## src/design/hack_cpu_step_assert.svh

```systemverilog
// assertion macros for the hack cpu step block
`ifndef HACK_CPU_STEP_ASSERT_SVH
`define HACK_CPU_STEP_ASSERT_SVH

`ifndef SYNTHESIS
`define HCS_ASSERT(label, prop, msg) \
   label: assert property (@(posedge clock) disable iff (reset) prop) else $error(msg);
`define HCS_ASSERT_RST(label, prop, msg) \
   label: assert property (@(posedge clock) prop) else $error(msg);
`else
`define HCS_ASSERT(label, prop, msg)
`define HCS_ASSERT_RST(label, prop, msg)
`endif

`endif

```

## src/design/hcs_pkg.sv

```systemverilog
// types, constants and alu functions of the hack cpu step block
`default_nettype none

package hcs_pkg;

   localparam int WORD_W     = 16;
   localparam int MEM_AW     = 16;
   localparam int DATA_DEPTH = 1 << MEM_AW;

   localparam logic [MEM_AW-1:0] MEM_LAST = '1;
   localparam logic [WORD_W-1:0] PLEN_RESET = 16'h8000;

   localparam int BIT_C    = 15;
   localparam int BIT_AM   = 12;
   localparam int BIT_DST_A = 5;
   localparam int BIT_DST_D = 4;
   localparam int BIT_DST_M = 3;

   localparam logic [5:0] ALU_ZERO   = 6'h2A;
   localparam logic [5:0] ALU_ONE    = 6'h3F;
   localparam logic [5:0] ALU_MONE   = 6'h3A;
   localparam logic [5:0] ALU_D      = 6'h0C;
   localparam logic [5:0] ALU_A      = 6'h30;
   localparam logic [5:0] ALU_NOT_D  = 6'h0D;
   localparam logic [5:0] ALU_NOT_A  = 6'h31;
   localparam logic [5:0] ALU_NEG_D  = 6'h0F;
   localparam logic [5:0] ALU_NEG_A  = 6'h33;
   localparam logic [5:0] ALU_D_INC  = 6'h1F;
   localparam logic [5:0] ALU_A_INC  = 6'h37;
   localparam logic [5:0] ALU_D_DEC  = 6'h0E;
   localparam logic [5:0] ALU_A_DEC  = 6'h32;
   localparam logic [5:0] ALU_D_ADD  = 6'h02;
   localparam logic [5:0] ALU_D_SUB  = 6'h13;
   localparam logic [5:0] ALU_A_SUB  = 6'h07;
   localparam logic [5:0] ALU_AND    = 6'h00;
   localparam logic [5:0] ALU_OR     = 6'h15;

   localparam logic [2:0] JMP_NONE = 3'd0;
   localparam logic [2:0] JMP_GT   = 3'd1;
   localparam logic [2:0] JMP_EQ   = 3'd2;
   localparam logic [2:0] JMP_GE   = 3'd3;
   localparam logic [2:0] JMP_LT   = 3'd4;
   localparam logic [2:0] JMP_NE   = 3'd5;
   localparam logic [2:0] JMP_LE   = 3'd6;
   localparam logic [2:0] JMP_ALL  = 3'd7;

   typedef struct packed {
      logic              ok;
      logic [WORD_W-1:0] value;
   } hcs_alu_type;

   typedef struct packed {
      logic [WORD_W-1:0] pc;
      logic [WORD_W-1:0] a;
      logic [WORD_W-1:0] d;
      logic              halted;
      logic              illegal;
   } hcs_res_type;

   typedef struct packed {
      logic              wr_en;
      logic [MEM_AW-1:0] wr_addr;
      logic [WORD_W-1:0] wr_data;
      logic [MEM_AW-1:0] rd_addr;
      logic              same;
   } hcs_mem_req_type;

   typedef struct packed {
      logic              busy;
      logic [MEM_AW-1:0] addr;
   } hcs_clr_type;

   function automatic hcs_alu_type hcs_alu(input logic [5:0] code,
                                           input logic [WORD_W-1:0] d,
                                           input logic [WORD_W-1:0] am);
      hcs_alu_type r;
      r.ok    = 1'b1;
      r.value = '0;
      case (code)
         ALU_ZERO:  r.value = '0;
         ALU_ONE:   r.value = WORD_W'(1);
         ALU_MONE:  r.value = '1;
         ALU_D:     r.value = d;
         ALU_A:     r.value = am;
         ALU_NOT_D: r.value = ~d;
         ALU_NOT_A: r.value = ~am;
         ALU_NEG_D: r.value = WORD_W'(0) - d;
         ALU_NEG_A: r.value = WORD_W'(0) - am;
         ALU_D_INC: r.value = d + WORD_W'(1);
         ALU_A_INC: r.value = am + WORD_W'(1);
         ALU_D_DEC: r.value = d - WORD_W'(1);
         ALU_A_DEC: r.value = am - WORD_W'(1);
         ALU_D_ADD: r.value = d + am;
         ALU_D_SUB: r.value = d - am;
         ALU_A_SUB: r.value = am - d;
         ALU_AND:   r.value = d & am;
         ALU_OR:    r.value = d | am;
         default:   r.ok = 1'b0;
      endcase
      return r;
   endfunction

   function automatic logic hcs_jump(input logic [2:0] cond,
                                     input logic [WORD_W-1:0] v);
      logic neg;
      logic zero;
      logic take;
      neg  = v[WORD_W-1];
      zero = (v == '0);
      case (cond)
         JMP_NONE: take = 1'b0;
         JMP_GT:   take = !neg && !zero;
         JMP_EQ:   take = zero;
         JMP_GE:   take = !neg;
         JMP_LT:   take = neg;
         JMP_NE:   take = !zero;
         JMP_LE:   take = neg || zero;
         JMP_ALL:  take = 1'b1;
         default:  take = 1'b0;
      endcase
      return take;
   endfunction

endpackage

`default_nettype wire

```

## src/design/hcs_core.sv

```systemverilog
// a, d and pc registers with the alu and jump logic
`default_nettype none
`include "hack_cpu_step_assert.svh"

module hcs_core import hcs_pkg::*; (
   input  wire logic              clock,
   input  wire logic              reset,
   input  wire logic              exec,
   input  wire logic [WORD_W-1:0] instruction,
   input  wire logic [WORD_W-1:0] plen,
   input  wire logic [WORD_W-1:0] am,
   output hcs_res_type            res,
   output hcs_mem_req_type        mreq
);

   logic [WORD_W-1:0] a_ff, a_in;
   logic [WORD_W-1:0] d_ff, d_in;
   logic [WORD_W-1:0] pc_ff, pc_in;
   logic              run;
   logic              illegal;
   logic              wr_en;
   hcs_alu_type       alu;

   assign run = (pc_ff < plen);
   assign alu = hcs_alu(instruction[11:6], d_ff, instruction[BIT_AM] ? am : a_ff);

   always_comb begin
      a_in    = a_ff;
      d_in    = d_ff;
      pc_in   = pc_ff;
      illegal = 1'b0;
      wr_en   = 1'b0;
      if (run) begin
         pc_in = pc_ff + WORD_W'(1);
         if (!instruction[BIT_C]) begin
            a_in = instruction;
         end else if (alu.ok) begin
            if (instruction[BIT_DST_A]) begin
               a_in = alu.value;
            end
            if (instruction[BIT_DST_D]) begin
               d_in = alu.value;
            end
            wr_en = instruction[BIT_DST_M];
            if (hcs_jump(instruction[2:0], alu.value)) begin
               pc_in = a_ff;
            end
         end else begin
            illegal = 1'b1;
         end
      end
   end

   always_ff @(posedge clock) begin
      if (reset) begin
         a_ff  <= '0;
         d_ff  <= '0;
         pc_ff <= '0;
      end else if (exec) begin
         a_ff  <= a_in;
         d_ff  <= d_in;
         pc_ff <= pc_in;
      end
   end

   assign res.pc      = pc_in;
   assign res.a       = a_in;
   assign res.d       = d_in;
   assign res.halted  = (pc_in >= plen);
   assign res.illegal = illegal;

   assign mreq.wr_en   = wr_en;
   assign mreq.wr_addr = a_ff[MEM_AW-1:0];
   assign mreq.wr_data = alu.value;
   assign mreq.rd_addr = a_in[MEM_AW-1:0];
   assign mreq.same    = (a_in[MEM_AW-1:0] == a_ff[MEM_AW-1:0]);

   `HCS_ASSERT(a_halted_holds_pc, exec && !run |=> $stable(pc_ff), "pc moved while halted")

endmodule

`default_nettype wire

```

## config.mk

```make
export PLATFORM = sky130hd
export DESIGN_NAME = hcs_core
export DESIGN_NICKNAME = d
export VERILOG_FILES = /design/src/design/hcs_pkg.sv /design/src/design/hcs_core.sv
export VERILOG_INCLUDE_DIRS = /design/src /design/src/design
export SDC_FILE = /design/constraint.sdc
export NUM_CORES = 1
export LEC_CHECK = 0
export BUFFER_PORTS_ARGS = -buffer_cell sky130_fd_sc_hd__buf_2
export CAP_MARGIN = 10
export CORE_UTILIZATION = 30
export DETAILED_ROUTE_END_ITERATION = 16
export PLACE_DENSITY = 0.47
export SLEW_MARGIN = 20
export SYNTH_ARGS = -nofsm -noshare
export SYNTH_HDL_FRONTEND = slang
export SYNTH_SLANG_ARGS = --single-unit
```

## constraint.sdc

```tcl
create_clock -name clock -period 19.1 [get_ports clock]
set_input_delay 5.73 -clock clock [delete_from_list [all_inputs] [get_ports clock]]
set_output_delay 5.73 -clock clock [all_outputs]
set_load 0.01 [all_outputs]
```

[Yosys cells after proc, flatten, opt, wreduce, memory -nomap -nowiden]
Cells that the tools add are included.
Storage, ports and cells
  memory bits (writable): 0
  latch bits: 0
  word-level logic and storage cells: 77
  memory bits (read-only): 0
  memories kept: 0
  flip-flop bits (word level): 48
  input port bits: 51
  output and inout port bits: 100
Cells by class
  divide/modulo/power cells: 0
  bitwise logic cells: 4
  shift-type cells: 0
  $lt $le $gt $ge: 2
  equality and inequality tests: 25
  $add $sub $neg: 10
  reduce and logical (&&, ||, !) cells: 8
  mux-type cells: 25
  $mul: 0
Operators by type and width (number)
  one-hot mux 16 bit (17 select lines): 1
  two-way mux 16 bit: 13
  adder 16 x 1 -> 16 bit, second input constant: 3
  equality test 6 bit, second input constant: 8
  inverter 16 bit: 2
  subtractor 1 x 16 -> 16 bit, first input constant: 2
  subtractor 16 x 1 -> 16 bit, second input constant: 2
  subtractor 16 bit: 2
  equality test 6 x 4 -> 1 bit, second input constant: 4
  equality test 6 x 5 -> 1 bit, second input constant: 3
  OR reduction 18 bit: 1
  adder 16 bit: 1
  AND 16 bit: 1
  equality test 16 bit: 1
  >= comparator 16 bit: 1
  zero test 16 bit: 1
  less-than comparator 16 bit: 1
  OR 16 bit: 1
  equality test 3 bit, second input constant: 4
  two-way mux 1 bit: 10
  one-hot mux 1 bit (8 select lines): 1
  equality test 3 x 2 -> 1 bit, second input constant: 2
  equality test 6 x 2 -> 1 bit, second input constant: 1
  equality test 6 x 3 -> 1 bit, second input constant: 1
  6 further kinds: 7

[Depth between registers and ports, before layout]
  word-level depth: 15
  depth in mapped cells: 37
  mapped depth without buffers: 33

[Worst setup path after synthesis]
No wires, ideal clock.
  path kind: input to output
  from: in instruction[11]
  to: out res[1] (netlist name)
  data arrival time: 12752 ps
  buffers on the path: 6
  required time: 13370 ps
  slack: 618 ps
  stages on the path: 35
  path through: buf_2 -> or4b_4 -> or3_1 -> buf_2 -> and3_1 -> clkbuf_1 -> clkbuf_1 -> nor3_1 -> ha_1 -> a211oi_1 -> nor2_1 -> xor2_1 -> a22oi_1 -> o2111ai_1 -> or3_1 -> or4_4 -> nor4_4 -> a31oi_1 -> and3_1 -> buf_6 -> buf_2 -> o311a_1 -> ha_1 -> nand2b_1 -> a21o_1 -> a21o_1 -> a21o_1 -> a21o_1 -> a21o_1 -> a21o_1 -> a21o_1 -> a21oi_1 -> o21ai_0 -> a21oi_1 -> o21ai_0
RTL lines
  start: declaration: RTL line hcs_core.sv:9  | input wire logic [WORD_W-1:0] instruction,
  end: declaration: RTL line hcs_core.sv:12  | output hcs_res_type res,

==> run summary <==
status - completed
Finished Layout Cells - 1,727
register area - 961 sq um
Synth async-reset ratio - 0%
register area share after synthesis - 10.9%
startpoint types - input pin
launch point of the worst path - instruction[10]
yosys warns - 0
r2r setup slk - 13,050 ps
Die ar. - 0.0300 sq mm
Peak VDD IR - 0.0349 mV
fill cell count - 3,184
top cells by area, synth - dfxtp_1 11%, ha_1 9.3%, a21oi_1 6.3%
port bufs - 150
Die Y - 173 um
I/O Pins - 151
All-Layer GR Usage - 24.5%
vias in the first global route - 9,379
slowest cell on the critical path - or4b_4
total congestion overflow - 0
end of the critical path - res[1]
cell count after synthesis - 1,253
worst-margin pin slew - 1080 ps
DRC viols - 0
Max stage delay on crit path - 530 ps
Clock Path Buffers - 2
final cycle utilization of the critical path - 97.0%
Reg clk slew, reported paths - 80 ps
Crit Path Class - input pin to output pin
Area growth syn-to-layout - 13.9%
Required @ worst endpoint - 13,370 ps
Die W - 173 um
fin crit period - 18,530 ps
Inst Count DP - 1,717
syn avg cell area - 7.01 sq um
worst-skew pair later-pin latency - 300 ps
FP Rows - 62
Core Footprint - 0.0288 sq mm
total number of vias - 9,996
hold crit path type - register to register
Synth Flop Type - dfxtp_1
cell taking the most area after synthesis - dfxtp_1
total wire length - 37,500 um
Synth Cell Area - 0.00878 sq mm
CTS buffer count - 5
share of the synthesized area in the top cell type - 10.9%
Synth Net Count - 1,371
leak pwr - 4.57 nW
maxcap violations - 0
Unique masters post-synth - 97
CTS tree - done
Post-synth EDFFs - 0
commonest cells in the netlist - 110 x a21oi_1, 110 x nor2_1, 93 x nand2_1
initial antenna violation count - 0
worst-path fanout max - 14
setup tns final - 0 ps
average wire per cell in the routed design - 21.7 um
Slew Viols, Final - 0
RR Endpoint - pc_ff[4]
PD cells - 45.5 mW/mm^2
RSZ-0062 raised after global routing - no
Routed Antenna Nets - 0
final antenna diode count - 0
DP Wirelength - 30,000 um
worst flop-to-flop path startpoint - d_ff[3]
final hold violations - 0
largest net degree at the start of global routing - 50
first-pass GRT wire length - 57,500 um
share of cells above drive strength 1 - 19.0%
Root Driver - clkbuf_16
setup violators final - 0
Fmax achieved - 0.0540 GHz
Multi-input gate area - 0.00706 sq mm
crit path DAT - 12,800 ps
Max-slew headroom - 27.3%
clock sink total - 48
Pre-Repair DR Iteration Count - 6
# nets final - 1,460
R2R depth - 20
#FFs+latches synth - 48
CP endpoint kind - output pin
most common cell type on the critical path - a21o_1
H-tree Lvls - 2
GPL Wtd Cong - 0.954
drt initial violations - 1,022
vias per cell - 5.79
Clock Skew - 10.5 ps
Initial Util - 30.5%
## placed cells by master (no fill, tap or decap), types with 6 or more instances in the layout
master	instances
ha_1	65
nand3_1	36
dfxtp_1	48
o21ai_0	90
a22o_1	14
o2bb2ai_1	11
xor2_1	22
nand4_1	11
o211ai_1	17
nor3b_1	10
mux2i_1	43
a211oi_1	24
buf_2	150
nor4_1	9
nor2_1	110
o22ai_1	19
nor3_1	44
and3_1	6
buf_4	48
mux2_2	14
o21ai_1	11
nand2b_1	19
inv_1	54
or3_1	16
a221oi_1	18
nor2b_1	12
a31oi_1	9
o22a_1	7
a22oi_1	11
xnor2_1	33
nand2_1	93
a21oi_1	110
a21o_1	23
or2_2	7
and2_1	9
## metrics by stage
stage	power (mW)	area, sq um	utilization (%)	hold WS, ps	setup WS, ps
final	0.456	10000	34.8	521	572
after global placement	0.332	9790	34.0	512	584
after global routing	0.482	10000	34.8	556	47.5
after detailed placement	0.332	9790	34.0	514	478
after floorplan	0.258	8780	-	482	618
after CTS	0.456	9990	34.7	526	448
## worst max-delay path: cells and delay by family
kind,cells,cell delay [ps]
xor gates and xnor gates,1,180
buffers and inverters,4,680
adders and majority gates,2,590
and+or+nand+nor,8,2140
AOI/OAI and AO/OA,18,3460
## what timing repair did
| item | 4_1_cts | 5_1_grt |
|---|---|---|
| hold buffers | 0 | 0 |
| setup buffers | 0 | 2 |
| endpoints found under the hold margin | 0 | 0 |
| resized for setup | 0 | 3 |
| endpoints found under the setup margin | 0 | 1 |
## power by group
group	leakage [nW]	switching, mW	internal [mW]
combinational	4.09	0.132	0.0833
clock	0.0944	0.0468	0.0758
sequential	0.391	0.0129	0.105
total	4.57	0.192	0.264
## layer usage
layer  GRT usage [%]  wire [um]  up-vias
met3            2.00       1950       83
met5               0          0        -
li1                -          -     4818
met4            10.6       1710        0
met1            32.0      16400     4731
met2            41.2      17500      364
## kinds of logic after synthesis
family          Yosys count  synth area share (%)
simple gates            415                  24.4
buf+inv                 171                  8.97
flops                    48                  10.9
fa+ha+maj                67                  9.71
compound gates          437                  33.3
mux                      60                  7.12
xor+xnor                 55                  5.48
## how the worst min path moves through the flow
stage | start | to | slack (ps) | depth (start not counted)
after CTS | pc_ff[15] | pc_ff[15] | 530 | 2
after floorplan | pc_ff[10] | pc_ff[10] | 480 | 2
final | pc_ff[15] | pc_ff[15] | 520 | 2
after global placement | pc_ff[6] | pc_ff[6] | 510 | 2
after detailed placement | pc_ff[15] | pc_ff[15] | 510 | 2
after global routing | pc_ff[6] | pc_ff[6] | 560 | 2
## registers in the layout, indices dropped and copies added, names as in the netlist
register	cells
a_ff	16
pc_ff	16
d_ff	16
## area by class of cell
| cell class | instances | area share (%) |
|---|---|---|
| tap | 384 | 4.80 |
| timing repair buffer | 198 | 11.1 |
| inverter | 55 | 2.06 |
| clock inverter | 3 | 0.688 |
| clock buffer | 5 | 1.25 |
| sequential | 48 | 9.60 |
| multi-input combinational | 1034 | 70.5 |
(Power assumes the default switching activity.)
