### config.mk
export PLATFORM = sky130hd
export DESIGN_NAME = hcs_clear
export DESIGN_NICKNAME = d
export VERILOG_FILES = /design/src/design/hcs_pkg.sv /design/src/design/hcs_clear.sv
export VERILOG_INCLUDE_DIRS = /design/src /design/src/design
export SDC_FILE = /design/constraint.sdc
export NUM_CORES = 1
export LEC_CHECK = 0
export BUFFER_PORTS_ARGS = -buffer_cell sky130_fd_sc_hd__buf_2
export CORE_UTILIZATION = 40
export CTS_CLUSTER_SIZE = 8
export DETAILED_ROUTE_END_ITERATION = 10
export SETUP_SLACK_MARGIN = 0.3
export SLEW_MARGIN = 20
export SYNTH_ARGS = -nofsm -noshare
export SYNTH_HDL_FRONTEND = slang
export SYNTH_SLANG_ARGS = --single-unit
### constraint.sdc
create_clock -name clock -period 2.35 [get_ports clock]
set_input_delay 0.1175 -clock clock [delete_from_list [all_inputs] [get_ports clock]]
set_output_delay 0.1175 -clock clock [all_outputs]
set_load 0.05 [all_outputs]
### src/design/hack_cpu_step_assert.svh
// assertion macros for the hack cpu step block
`ifndef HACK_CPU_STEP_ASSERT_SVH
`define HACK_CPU_STEP_ASSERT_SVH

`ifndef SYNTHESIS
`define HCS_ASSERT(label, prop, msg) \
   label: assert property (@(posedge clock) disable iff (reset) prop) else $error(msg);
`define HCS_ASSERT_RST(label, prop, msg) \
   label: assert property (@(posedge clock) prop) else $error(msg);
`else
`define HCS_ASSERT(label, prop, msg)
`define HCS_ASSERT_RST(label, prop, msg)
`endif

`endif

### src/design/hcs_pkg.sv
// types, constants and alu functions of the hack cpu step block
`default_nettype none

package hcs_pkg;

   localparam int WORD_W     = 16;
   localparam int MEM_AW     = 16;
   localparam int DATA_DEPTH = 1 << MEM_AW;

   localparam logic [MEM_AW-1:0] MEM_LAST = '1;
   localparam logic [WORD_W-1:0] PLEN_RESET = 16'h8000;

   localparam int BIT_C    = 15;
   localparam int BIT_AM   = 12;
   localparam int BIT_DST_A = 5;
   localparam int BIT_DST_D = 4;
   localparam int BIT_DST_M = 3;

   localparam logic [5:0] ALU_ZERO   = 6'h2A;
   localparam logic [5:0] ALU_ONE    = 6'h3F;
   localparam logic [5:0] ALU_MONE   = 6'h3A;
   localparam logic [5:0] ALU_D      = 6'h0C;
   localparam logic [5:0] ALU_A      = 6'h30;
   localparam logic [5:0] ALU_NOT_D  = 6'h0D;
   localparam logic [5:0] ALU_NOT_A  = 6'h31;
   localparam logic [5:0] ALU_NEG_D  = 6'h0F;
   localparam logic [5:0] ALU_NEG_A  = 6'h33;
   localparam logic [5:0] ALU_D_INC  = 6'h1F;
   localparam logic [5:0] ALU_A_INC  = 6'h37;
   localparam logic [5:0] ALU_D_DEC  = 6'h0E;
   localparam logic [5:0] ALU_A_DEC  = 6'h32;
   localparam logic [5:0] ALU_D_ADD  = 6'h02;
   localparam logic [5:0] ALU_D_SUB  = 6'h13;
   localparam logic [5:0] ALU_A_SUB  = 6'h07;
   localparam logic [5:0] ALU_AND    = 6'h00;
   localparam logic [5:0] ALU_OR     = 6'h15;

   localparam logic [2:0] JMP_NONE = 3'd0;
   localparam logic [2:0] JMP_GT   = 3'd1;
   localparam logic [2:0] JMP_EQ   = 3'd2;
   localparam logic [2:0] JMP_GE   = 3'd3;
   localparam logic [2:0] JMP_LT   = 3'd4;
   localparam logic [2:0] JMP_NE   = 3'd5;
   localparam logic [2:0] JMP_LE   = 3'd6;
   localparam logic [2:0] JMP_ALL  = 3'd7;

   typedef struct packed {
      logic              ok;
      logic [WORD_W-1:0] value;
   } hcs_alu_type;

   typedef struct packed {
      logic [WORD_W-1:0] pc;
      logic [WORD_W-1:0] a;
      logic [WORD_W-1:0] d;
      logic              halted;
      logic              illegal;
   } hcs_res_type;

   typedef struct packed {
      logic              wr_en;
      logic [MEM_AW-1:0] wr_addr;
      logic [WORD_W-1:0] wr_data;
      logic [MEM_AW-1:0] rd_addr;
      logic              same;
   } hcs_mem_req_type;

   typedef struct packed {
      logic              busy;
      logic [MEM_AW-1:0] addr;
   } hcs_clr_type;

   function automatic hcs_alu_type hcs_alu(input logic [5:0] code,
                                           input logic [WORD_W-1:0] d,
                                           input logic [WORD_W-1:0] am);
      hcs_alu_type r;
      r.ok    = 1'b1;
      r.value = '0;
      case (code)
         ALU_ZERO:  r.value = '0;
         ALU_ONE:   r.value = WORD_W'(1);
         ALU_MONE:  r.value = '1;
         ALU_D:     r.value = d;
         ALU_A:     r.value = am;
         ALU_NOT_D: r.value = ~d;
         ALU_NOT_A: r.value = ~am;
         ALU_NEG_D: r.value = WORD_W'(0) - d;
         ALU_NEG_A: r.value = WORD_W'(0) - am;
         ALU_D_INC: r.value = d + WORD_W'(1);
         ALU_A_INC: r.value = am + WORD_W'(1);
         ALU_D_DEC: r.value = d - WORD_W'(1);
         ALU_A_DEC: r.value = am - WORD_W'(1);
         ALU_D_ADD: r.value = d + am;
         ALU_D_SUB: r.value = d - am;
         ALU_A_SUB: r.value = am - d;
         ALU_AND:   r.value = d & am;
         ALU_OR:    r.value = d | am;
         default:   r.ok = 1'b0;
      endcase
      return r;
   endfunction

   function automatic logic hcs_jump(input logic [2:0] cond,
                                     input logic [WORD_W-1:0] v);
      logic neg;
      logic zero;
      logic take;
      neg  = v[WORD_W-1];
      zero = (v == '0);
      case (cond)
         JMP_NONE: take = 1'b0;
         JMP_GT:   take = !neg && !zero;
         JMP_EQ:   take = zero;
         JMP_GE:   take = !neg;
         JMP_LT:   take = neg;
         JMP_NE:   take = !zero;
         JMP_LE:   take = neg || zero;
         JMP_ALL:  take = 1'b1;
         default:  take = 1'b0;
      endcase
      return take;
   endfunction

endpackage

`default_nettype wire

### src/design/hcs_clear.sv
// zeroing sweep of the data memory after reset
`default_nettype none
`include "hack_cpu_step_assert.svh"

module hcs_clear import hcs_pkg::*; (
   input  wire logic  clock,
   input  wire logic  reset,
   output hcs_clr_type clr
);

   logic              busy_ff, busy_in;
   logic [MEM_AW-1:0] cnt_ff, cnt_in;

   always_comb begin
      busy_in = busy_ff;
      cnt_in  = cnt_ff;
      if (busy_ff) begin
         cnt_in = cnt_ff + MEM_AW'(1);
         if (cnt_ff == MEM_LAST) begin
            busy_in = 1'b0;
         end
      end
   end

   always_ff @(posedge clock) begin
      if (reset) begin
         busy_ff <= 1'b1;
         cnt_ff  <= '0;
      end else begin
         busy_ff <= busy_in;
         cnt_ff  <= cnt_in;
      end
   end

   assign clr.busy = busy_ff;
   assign clr.addr = cnt_ff;

   `HCS_ASSERT_RST(a_clear_after_reset, $past(reset) |-> busy_ff, "sweep not started by reset")

endmodule

`default_nettype wire

# After elaboration in Yosys (flattened, before gate mapping)
# Cells that the tools add are included.
totals:
  reg_bits: 17
  in_bits: 2
  out_inout_bits: 17
  word_cells: 6
classes:
  n_addsub: 1
  eq_ne: 1
  mux: 2
ops:
  columns: ["cell", "count"]
  rows:
  - ["$add A16 B1 Y16 const B", 1]
  - ["$eq A16 B16 Y1 const B", 1]
  - ["$mux W1", 2]

# Longest topological paths before layout
# Gate-level depths: netlist of the first run.
logic_depth:
  word_depth: 3
  ltp_mapped: 5
  depth_no_buf: 5

# Worst setup path after synthesis of the first run
# Ideal clock, no wire load.
synth_path:
  path_type: "flip-flop to flip-flop"
  startpoint: "register cnt_ff[0]"
  endpoint: "register cnt_ff[14]"
  setup_ns: 0.070
  arrival_ns: 1.718
  t_required_ns: 2.280
  path_slack_ns: 0.562
  path_stages_with_launch: 6
  path_buffers: 0
  period_less_slack_ns: 1.788
  path_cell_list: "dfxtp_1 -> ha_1 -> and3_1 -> nand3_2 -> or3_1 -> a21oi_1"
synth_between:
  elab_chain_cells: 1
synth_rtl:
  columns: ["item", "line_no", "source"]
  rows:
  - ["start: declaration", "hcs_clear.sv:12", "logic [MEM_AW-1:0] cnt_ff, cnt_in;"]
  - ["start signal: assignment", "hcs_clear.sv:31", "cnt_ff <= cnt_in;"]
  - ["$add A16 B1 Y16", "hcs_clear.sv:18", "cnt_in = cnt_ff + MEM_AW'(1);"]
# No other way between the ends.
# A chain may end at the register's enable or synchronous reset.

# Worst setup path in the final report of the first run
# Ends and elaborated chain as after synthesis.

==> results of run 1 <==
## per-layer routing
layer	part of all wire, %	global-route usage [%]	up-vias
li1	-	-	317
met1	52	22.5	269
met2	43	19.1	11
met3	3.5	3.60	2
met4	0.93	7.27	0
met5	0	0	-
## sequential cells by signal (all words and copies together) (netlist names)
name and cells:
cnt_ff 16, busy_ff 1
## layout make-up
| type | instances | area (sq um) | area share [%] |
|---|---|---|---|
| Multi-Input combinational cell | 60 | 375 | 43.4 |
| Sequential cell | 17 | 340 | 39.4 |
| Timing Repair Buffer | 18 | 90.1 | 10.4 |
| Tap cell | 25 | 31.3 | 3.62 |
| Clock buffer | 3 | 22.5 | 2.60 |
| Clock inverter | 1 | 5.00 | 0.579 |
## cells in the mapped netlist, types with 2 or more instances
cell type / instances
clkbuf_1: 2
nand3_2: 2
o21ai_0: 4
xor2_1: 10
and3_1: 3
dfxtp_1: 17
or3_1: 3
xnor2_1: 2
and4_1: 3
a21oi_1: 3
nand4_1: 6
nor2_1: 13
buf_4: 3
nand2_1: 4
nand3_1: 3
## cell families after synthesis
logic type,Yosys count,synth area share (%)
fa+ha+maj,1,1.67
buf+inv,6,4.67
simple gates,39,28.3
xor+xnor,12,14.0
flops,17,45.3
mux,1,1.33
compound gates,7,4.67
## worst max-delay path by stage
stage / startpoint / end / slack (ps) / cells after the start
after floorplan: cnt_ff[0]$_SDFFE_PP0P_ / cnt_ff[14]$_SDFFE_PP0P_ / 560 / 5
final: cnt_ff[0]$_SDFFE_PP0P_ / cnt_ff[14]$_SDFFE_PP0P_ / 800 / 5
after global placement: cnt_ff[0]$_SDFFE_PP0P_ / cnt_ff[14]$_SDFFE_PP0P_ / 820 / 5
after global routing: cnt_ff[0]$_SDFFE_PP0P_ / cnt_ff[14]$_SDFFE_PP0P_ / 660 / 5
after CTS: cnt_ff[0]$_SDFFE_PP0P_ / cnt_ff[14]$_SDFFE_PP0P_ / 780 / 5
after detailed placement: cnt_ff[0]$_SDFFE_PP0P_ / cnt_ff[14]$_SDFFE_PP0P_ / 800 / 5
## metrics by stage
step	utilization (%)	worst slack (ps)	area (sq um)
finish	49.5	802	865
global route	49.5	664	865
CTS	49.5	782	865
detailed placement	48.0	802	837
global placement	48.0	815	837
floorplan	-	562	751
## power groups by stage
| stage | clock network [mW] | logic (mW) | registers, mW |
|---|---|---|---|
| after floorplan | 0 | 0.0122 | 0.318 |
| after global placement | 0 | 0.0344 | 0.303 |
| after detailed placement | 0 | 0.0343 | 0.303 |
| after CTS | 0.163 | 0.0343 | 0.297 |
| after global routing | 0.175 | 0.0362 | 0.298 |
| final | 0.152 | 0.0338 | 0.297 |
==> results.toml, run 1 <==
[detailed_routing]
num_vias = 599
routed_wl_mm = 1.29
ant_nets = 0
drt_first_pass_iters = 2
via_per_inst = 4.83
drt-initial-drc-count = 4
drc = 0
wire_per_inst_microns = 10.4

[cts]
cts-root-buf = "clkbuf_4"
clk_pin_slew_ps = 100
ctsHoldBuffers = 0
worstSkewPairLatency_ps = 280
htree_levels = 1
cts.sinks = 17
tritoncts = "done"
clock_path_buffers = 2
post_cts_buffers = 0
cts_resized = 0
cts-buffers-inserted = 3

[synth]
netlist.area_leader.share_pct = 45.3
ys_seq_elements = 17
synth_area_leaders = "dfxtp_1 45%, xor2_1 12%, nor2_1 6.5%"
syn_area_sq_um = 751
syn_area_per_cell_sq_um = 9.04
synthCells = 83
ys_seq_area_share_pct = 45.3
synth_flop_cell = "dfxtp_1"
synth-warning-count = 0
yosys.cell_types.count = 20
yosysTopAreaCell = "dfxtp_1"
synth-edff-count = 0
synth_nets = 86
ys_async_sr_fraction_pct = 0

[sta]
setup_violations = 0
whs_ps = 184
rsz0062_at_grt = "false"
finalCriticalPeriod_ps = 1550
slew_headroom_pct = 78.6
fin_setup_tns_ps = 0
fmax_mhz = 646
fin_skew_ps = 5.30
final_max_slew_viol_count = 0
tightest_slew_ps = 320
hold_violations = 0
finalCritPeriodShare_pct = 65.9

[layout]
final_nets = 103
fillers = 173
drive_gt1_share_pct = 24.2
n_antenna_cell = 0
area_growth_pct = 15.2
final_common_cell = "buf_2"
stdcell_count = 124
layout_common_cells = "18 x buf_2, 17 x dfxtp_1, 13 x nor2_1"

[run_status]
status = "finished, final reports clean"

[setup_path]
critPathRequiredTime_ps = 2570
cp_slowest_cell = "dfxtp_1"
start_kind = "flop"
path_cells = "ha_1 -> and3_1 -> nand3_2 -> or3_1 -> a21oi_1"
crit-reg2reg-launch = "cnt_ff[0]$_SDFFE_PP0P_"
end_kind = "flop"
critPathTopFamily = "simple AND/OR/NAND/NOR gates"
r2r_end = "cnt_ff[14]$_SDFFE_PP0P_"
slowest_delay_ps = 390
crit_fanout = 5
path_buf_inv = 0
crit_arrival_ps = 1770
rrSetupSlack_ps = 800
crit_type = "reg -> reg"
ff2ff_path_depth = 5

[die]
core_sq_um = 1750
std_cell_rows = 15
io_pins = 19
die_h_microns = 45.3
die_area_sq_um = 2050
initial_utilization_pct = 43.0
dieWidth_microns = 45.3

[power]
sequentialPowerShare_pct = 61.4
swShare_pct = 24.6
total_power_uw = 483
p_sw_uw = 119
p_int_uw = 364
powerDensity_nw_per_um2 = 558
p_clk_share_pct = 31.6
ir_drop_v = 0.000233
power_leakage_nw = 0.376
p_comb_share_pct = 7.0

[run]
drv_cap = 0

[min_path]
min_path_type = "in -> reg"
worstHoldStart = "reset"
holdPathEnd = "cnt_ff[6]$_SDFFE_PP0P_"
whs_path_depth = 2

[global_route]
overflow = 0
gr-usage-all-layers_pct = 14.8
antenna_found_initial = 0
grt_pass1_vias = 497
grt_pass1_wl_mm = 2.19
grt_max_degree = 18

[place]
place.gp.congestion = 0.751
hpwlAfterDp_microns = 913
port_buffers = 18
dp.cells = 120
Note: power is estimated with default switching activity, not from simulation.
==> run 2, diff against run 1 <==
--- a/config.mk
+++ b/config.mk
@@ -6,6 +6,7 @@
 export SDC_FILE = /design/constraint.sdc
 export NUM_CORES = 1
 export LEC_CHECK = 0
+export ABC_AREA = 1
 export BUFFER_PORTS_ARGS = -buffer_cell sky130_fd_sc_hd__buf_2
 export CORE_UTILIZATION = 40
 export CTS_CLUSTER_SIZE = 8
==> constraint.sdc (replaced) <==
create_clock -name clock -period 1.5 [get_ports clock]
set_input_delay 0.075 -clock clock [delete_from_list [all_inputs] [get_ports clock]]
set_output_delay 0.075 -clock clock [all_outputs]
set_load 0.05 [all_outputs]
==> run 2 against run 1 <==
Effect of this change: critical endpoint is now cnt_ff[12]$_SDFFE_PP0P_; clock power increased by 60%; fmax rose by 39%; design area rose by 27%; total power up 61%; wire length increased by 48%; synthesized cell count up 51%; first-iteration DRC count rose to 4.3 times the previous value; register-to-register slack worse by 420 ps; core utilization rose by 5.9 points; highest routed layer unchanged; worst setup slack worse by 420 ps.
==> results.toml, run 2 <==
[run_status]
status = "finished, final reports clean"

[setup_path]
crit_fanout = 4
critPathMostFrequentCell = "nand2_1"
critPathTopFamily = "simple AND/OR/NAND/NOR gates"
critPathRequiredTime_ps = 1690
crit_type = "reg -> reg"
path_buf_inv = 1
rrSetupSlack_ps = 380
end_kind = "flop"
slowest_delay_ps = 380
path_cells = "ha_4 -> nand2_4 -> inv_4 -> nand3_4 -> nor2_4 -> nand2_1 -> nand2_1 -> nor2_1"
crit_arrival_ps = 1310
cp_slowest_cell = "dfxtp_4"
start_kind = "flop"

[sta]
fin_setup_tns_ps = 0
fmax_mhz = 895
hold_violations = 0
tightest_slew_ps = 310
whs_ps = 33.7
final_max_slew_viol_count = 0
rsz0062_at_grt = "true"
finalCritPeriodShare_pct = 74.5
fin_skew_ps = 4.81
worst_slack_ps = 382
setup_violations = 0
slew_headroom_pct = 79.3
finalCriticalPeriod_ps = 1120

[layout]
fillers = 196
area_growth_pct = 28.6
reg_top3 = "cnt_ff (16), busy_ff (1)"
n_antenna_cell = 0
area.sequential_sq_um = 378
multi_input_area_sq_um = 488
layout_common_cells = "24 x nand2_1, 23 x nor2_1, 18 x buf_2"
final_common_cell = "nand2_1"
drive_gt1_share_pct = 37.2
finish.utilization_pct = 55.4
largest-register = "cnt_ff"
final_nets = 152
largest_register_ffs = 16

[power]
total_power_uw = 776
ir_drop_v = 0.000441
powerDensity_nw_per_um2 = 706
power_leakage_nw = 0.469

[die]
std_cell_rows = 16
die_area_sq_um = 2330
die_h_microns = 48.2
initial_utilization_pct = 43.1
core_sq_um = 1980
io_pins = 19
dieWidth_microns = 48.2

[global_route]
overflow = 0
antenna_found_initial = 0
grt_pass1_wl_mm = 2.79
grt_max_degree = 12
grt_pass1_vias = 662
gr-usage-all-layers_pct = 17.7

[detailed_routing]
drc = 0
drt_first_pass_iters = 4
num_vias = 844
routed_wl_mm = 1.90
via_per_inst = 4.82
drt-initial-drc-count = 17
ant_nets = 0
wire_per_inst_microns = 10.9

[synth]
synth-warning-count = 0
synth_area_leaders = "dfxtp_1 40%, nand2_1 11%, nor2_1 10%"
synth-edff-count = 0
ys_seq_area_share_pct = 39.8
ys_seq_elements = 17
synth_common_cells = "25 x nand2_1, 23 x nor2_1, 17 x dfxtp_1, 15 x inv_1"
synth_nets = 128
synthCells = 125
yosysMostFrequentCell = "nand2_1"
yosysTopAreaCell = "dfxtp_1"
netlist.area_leader.share_pct = 39.8
syn_area_sq_um = 855
syn_area_per_cell_sq_um = 6.84
synth_flop_cell = "dfxtp_1"
yosys.cell_types.count = 19
ys_async_sr_fraction_pct = 0

[place]
hpwlAfterDp_mm = 1.39
place.gp.congestion = 0.871
dpl_worst_slack_ps = 313
port_buffers = 18

[cts]
worstSkewPairLatency_ps = 290
cts-buffers-inserted = 3
clk_pin_slew_ps = 100
ctsHoldBuffers = 0
tritoncts = "done"
cts.sinks = 17
cts-root-buf = "clkbuf_4"
clock_path_buffers = 2
htree_levels = 1

[run]
drv_cap = 0

[min_path]
min_path_type = "in -> reg"
run 2: cell types whose count changed after synthesis, sizes merged, moves of 4 or more:
cell   previous run  this run
a21oi             3         7
nand4             6         2
inv               0        15
nor3              0         4
xor2             10         1
nand2             4        28
nor2             13        29
nand3             5         9
run 2: final cells by class:
| class | instances | share of cell area [%] |
|---|---|---|
| Multi-Input combinational cell | 91 | 44.4 |
| Timing Repair Buffer | 21 | 10.3 |
| Inverter | 15 | 5.35 |
| Tap cell | 27 | 3.08 |
| Sequential cell | 17 | 34.4 |
| Clock buffer | 3 | 2.05 |
| Clock inverter | 1 | 0.456 |
run 2: cell families after synthesis:
logic type               count (synthesis)  share of synthesized area [%]
AO/OA/AOI/OAI                           15                           9.08
buffers and inverters                   17                           8.05
adder cells (fa/ha/maj)                  1                           1.46
flip-flops                              17                           39.8
XOR/XNOR                                 1                           1.03
AND/OR/NAND/NOR                         74                           40.6
run 2: per-layer routing:
| layer | GRT usage (%) | vias to the layer above | part of all wire, % |
|---|---|---|---|
| met3 | 3.70 | 5 | 4.7 |
| li1 | - | 445 | - |
| met4 | 11.7 | 0 | 2.1 |
| met2 | 24.8 | 23 | 44 |
| met1 | 24.3 | 371 | 50 |
| met5 | 0 | - | 0 |
run 2: power breakdown:
group          total (mW)  internal [mW]  switching [mW]
Clock               0.243         0.0992           0.144
Sequential          0.459          0.450         0.00905
Combinational      0.0737         0.0224          0.0513
Total               0.776          0.571           0.205
run 2: per-stage QoR:
stage	cells	instance area (sq um)
6_report	175	1100
3_3_place_gp	168	1010
2_1_floorplan	125	901
5_1_grt	175	1100
3_5_place_dp	168	1010
4_1_cts	172	1040
run 2: worst paths after layout:
kind,to,from,depth (start not counted)
setup / recovery,cnt_ff[12]$_SDFFE_PP0P_,cnt_ff[1]$_SDFFE_PP0P_,8
hold / removal,cnt_ff[9]$_SDFFE_PP0P_,reset,2
setup reg to reg,cnt_ff[12]$_SDFFE_PP0P_,cnt_ff[1]$_SDFFE_PP0P_,8
hold reg to reg,cnt_ff[3]$_SDFFE_PP0P_,cnt_ff[3]$_SDFFE_PP0P_,1
run 2: what timing repair did:
action / in CTS / in global routing
buffers inserted: 0 / 3
gates resized for setup: 1 / 9
gates cloned: 0 / 0
pin swaps: 0 / 3
setup endpoints to repair: 1 / 9
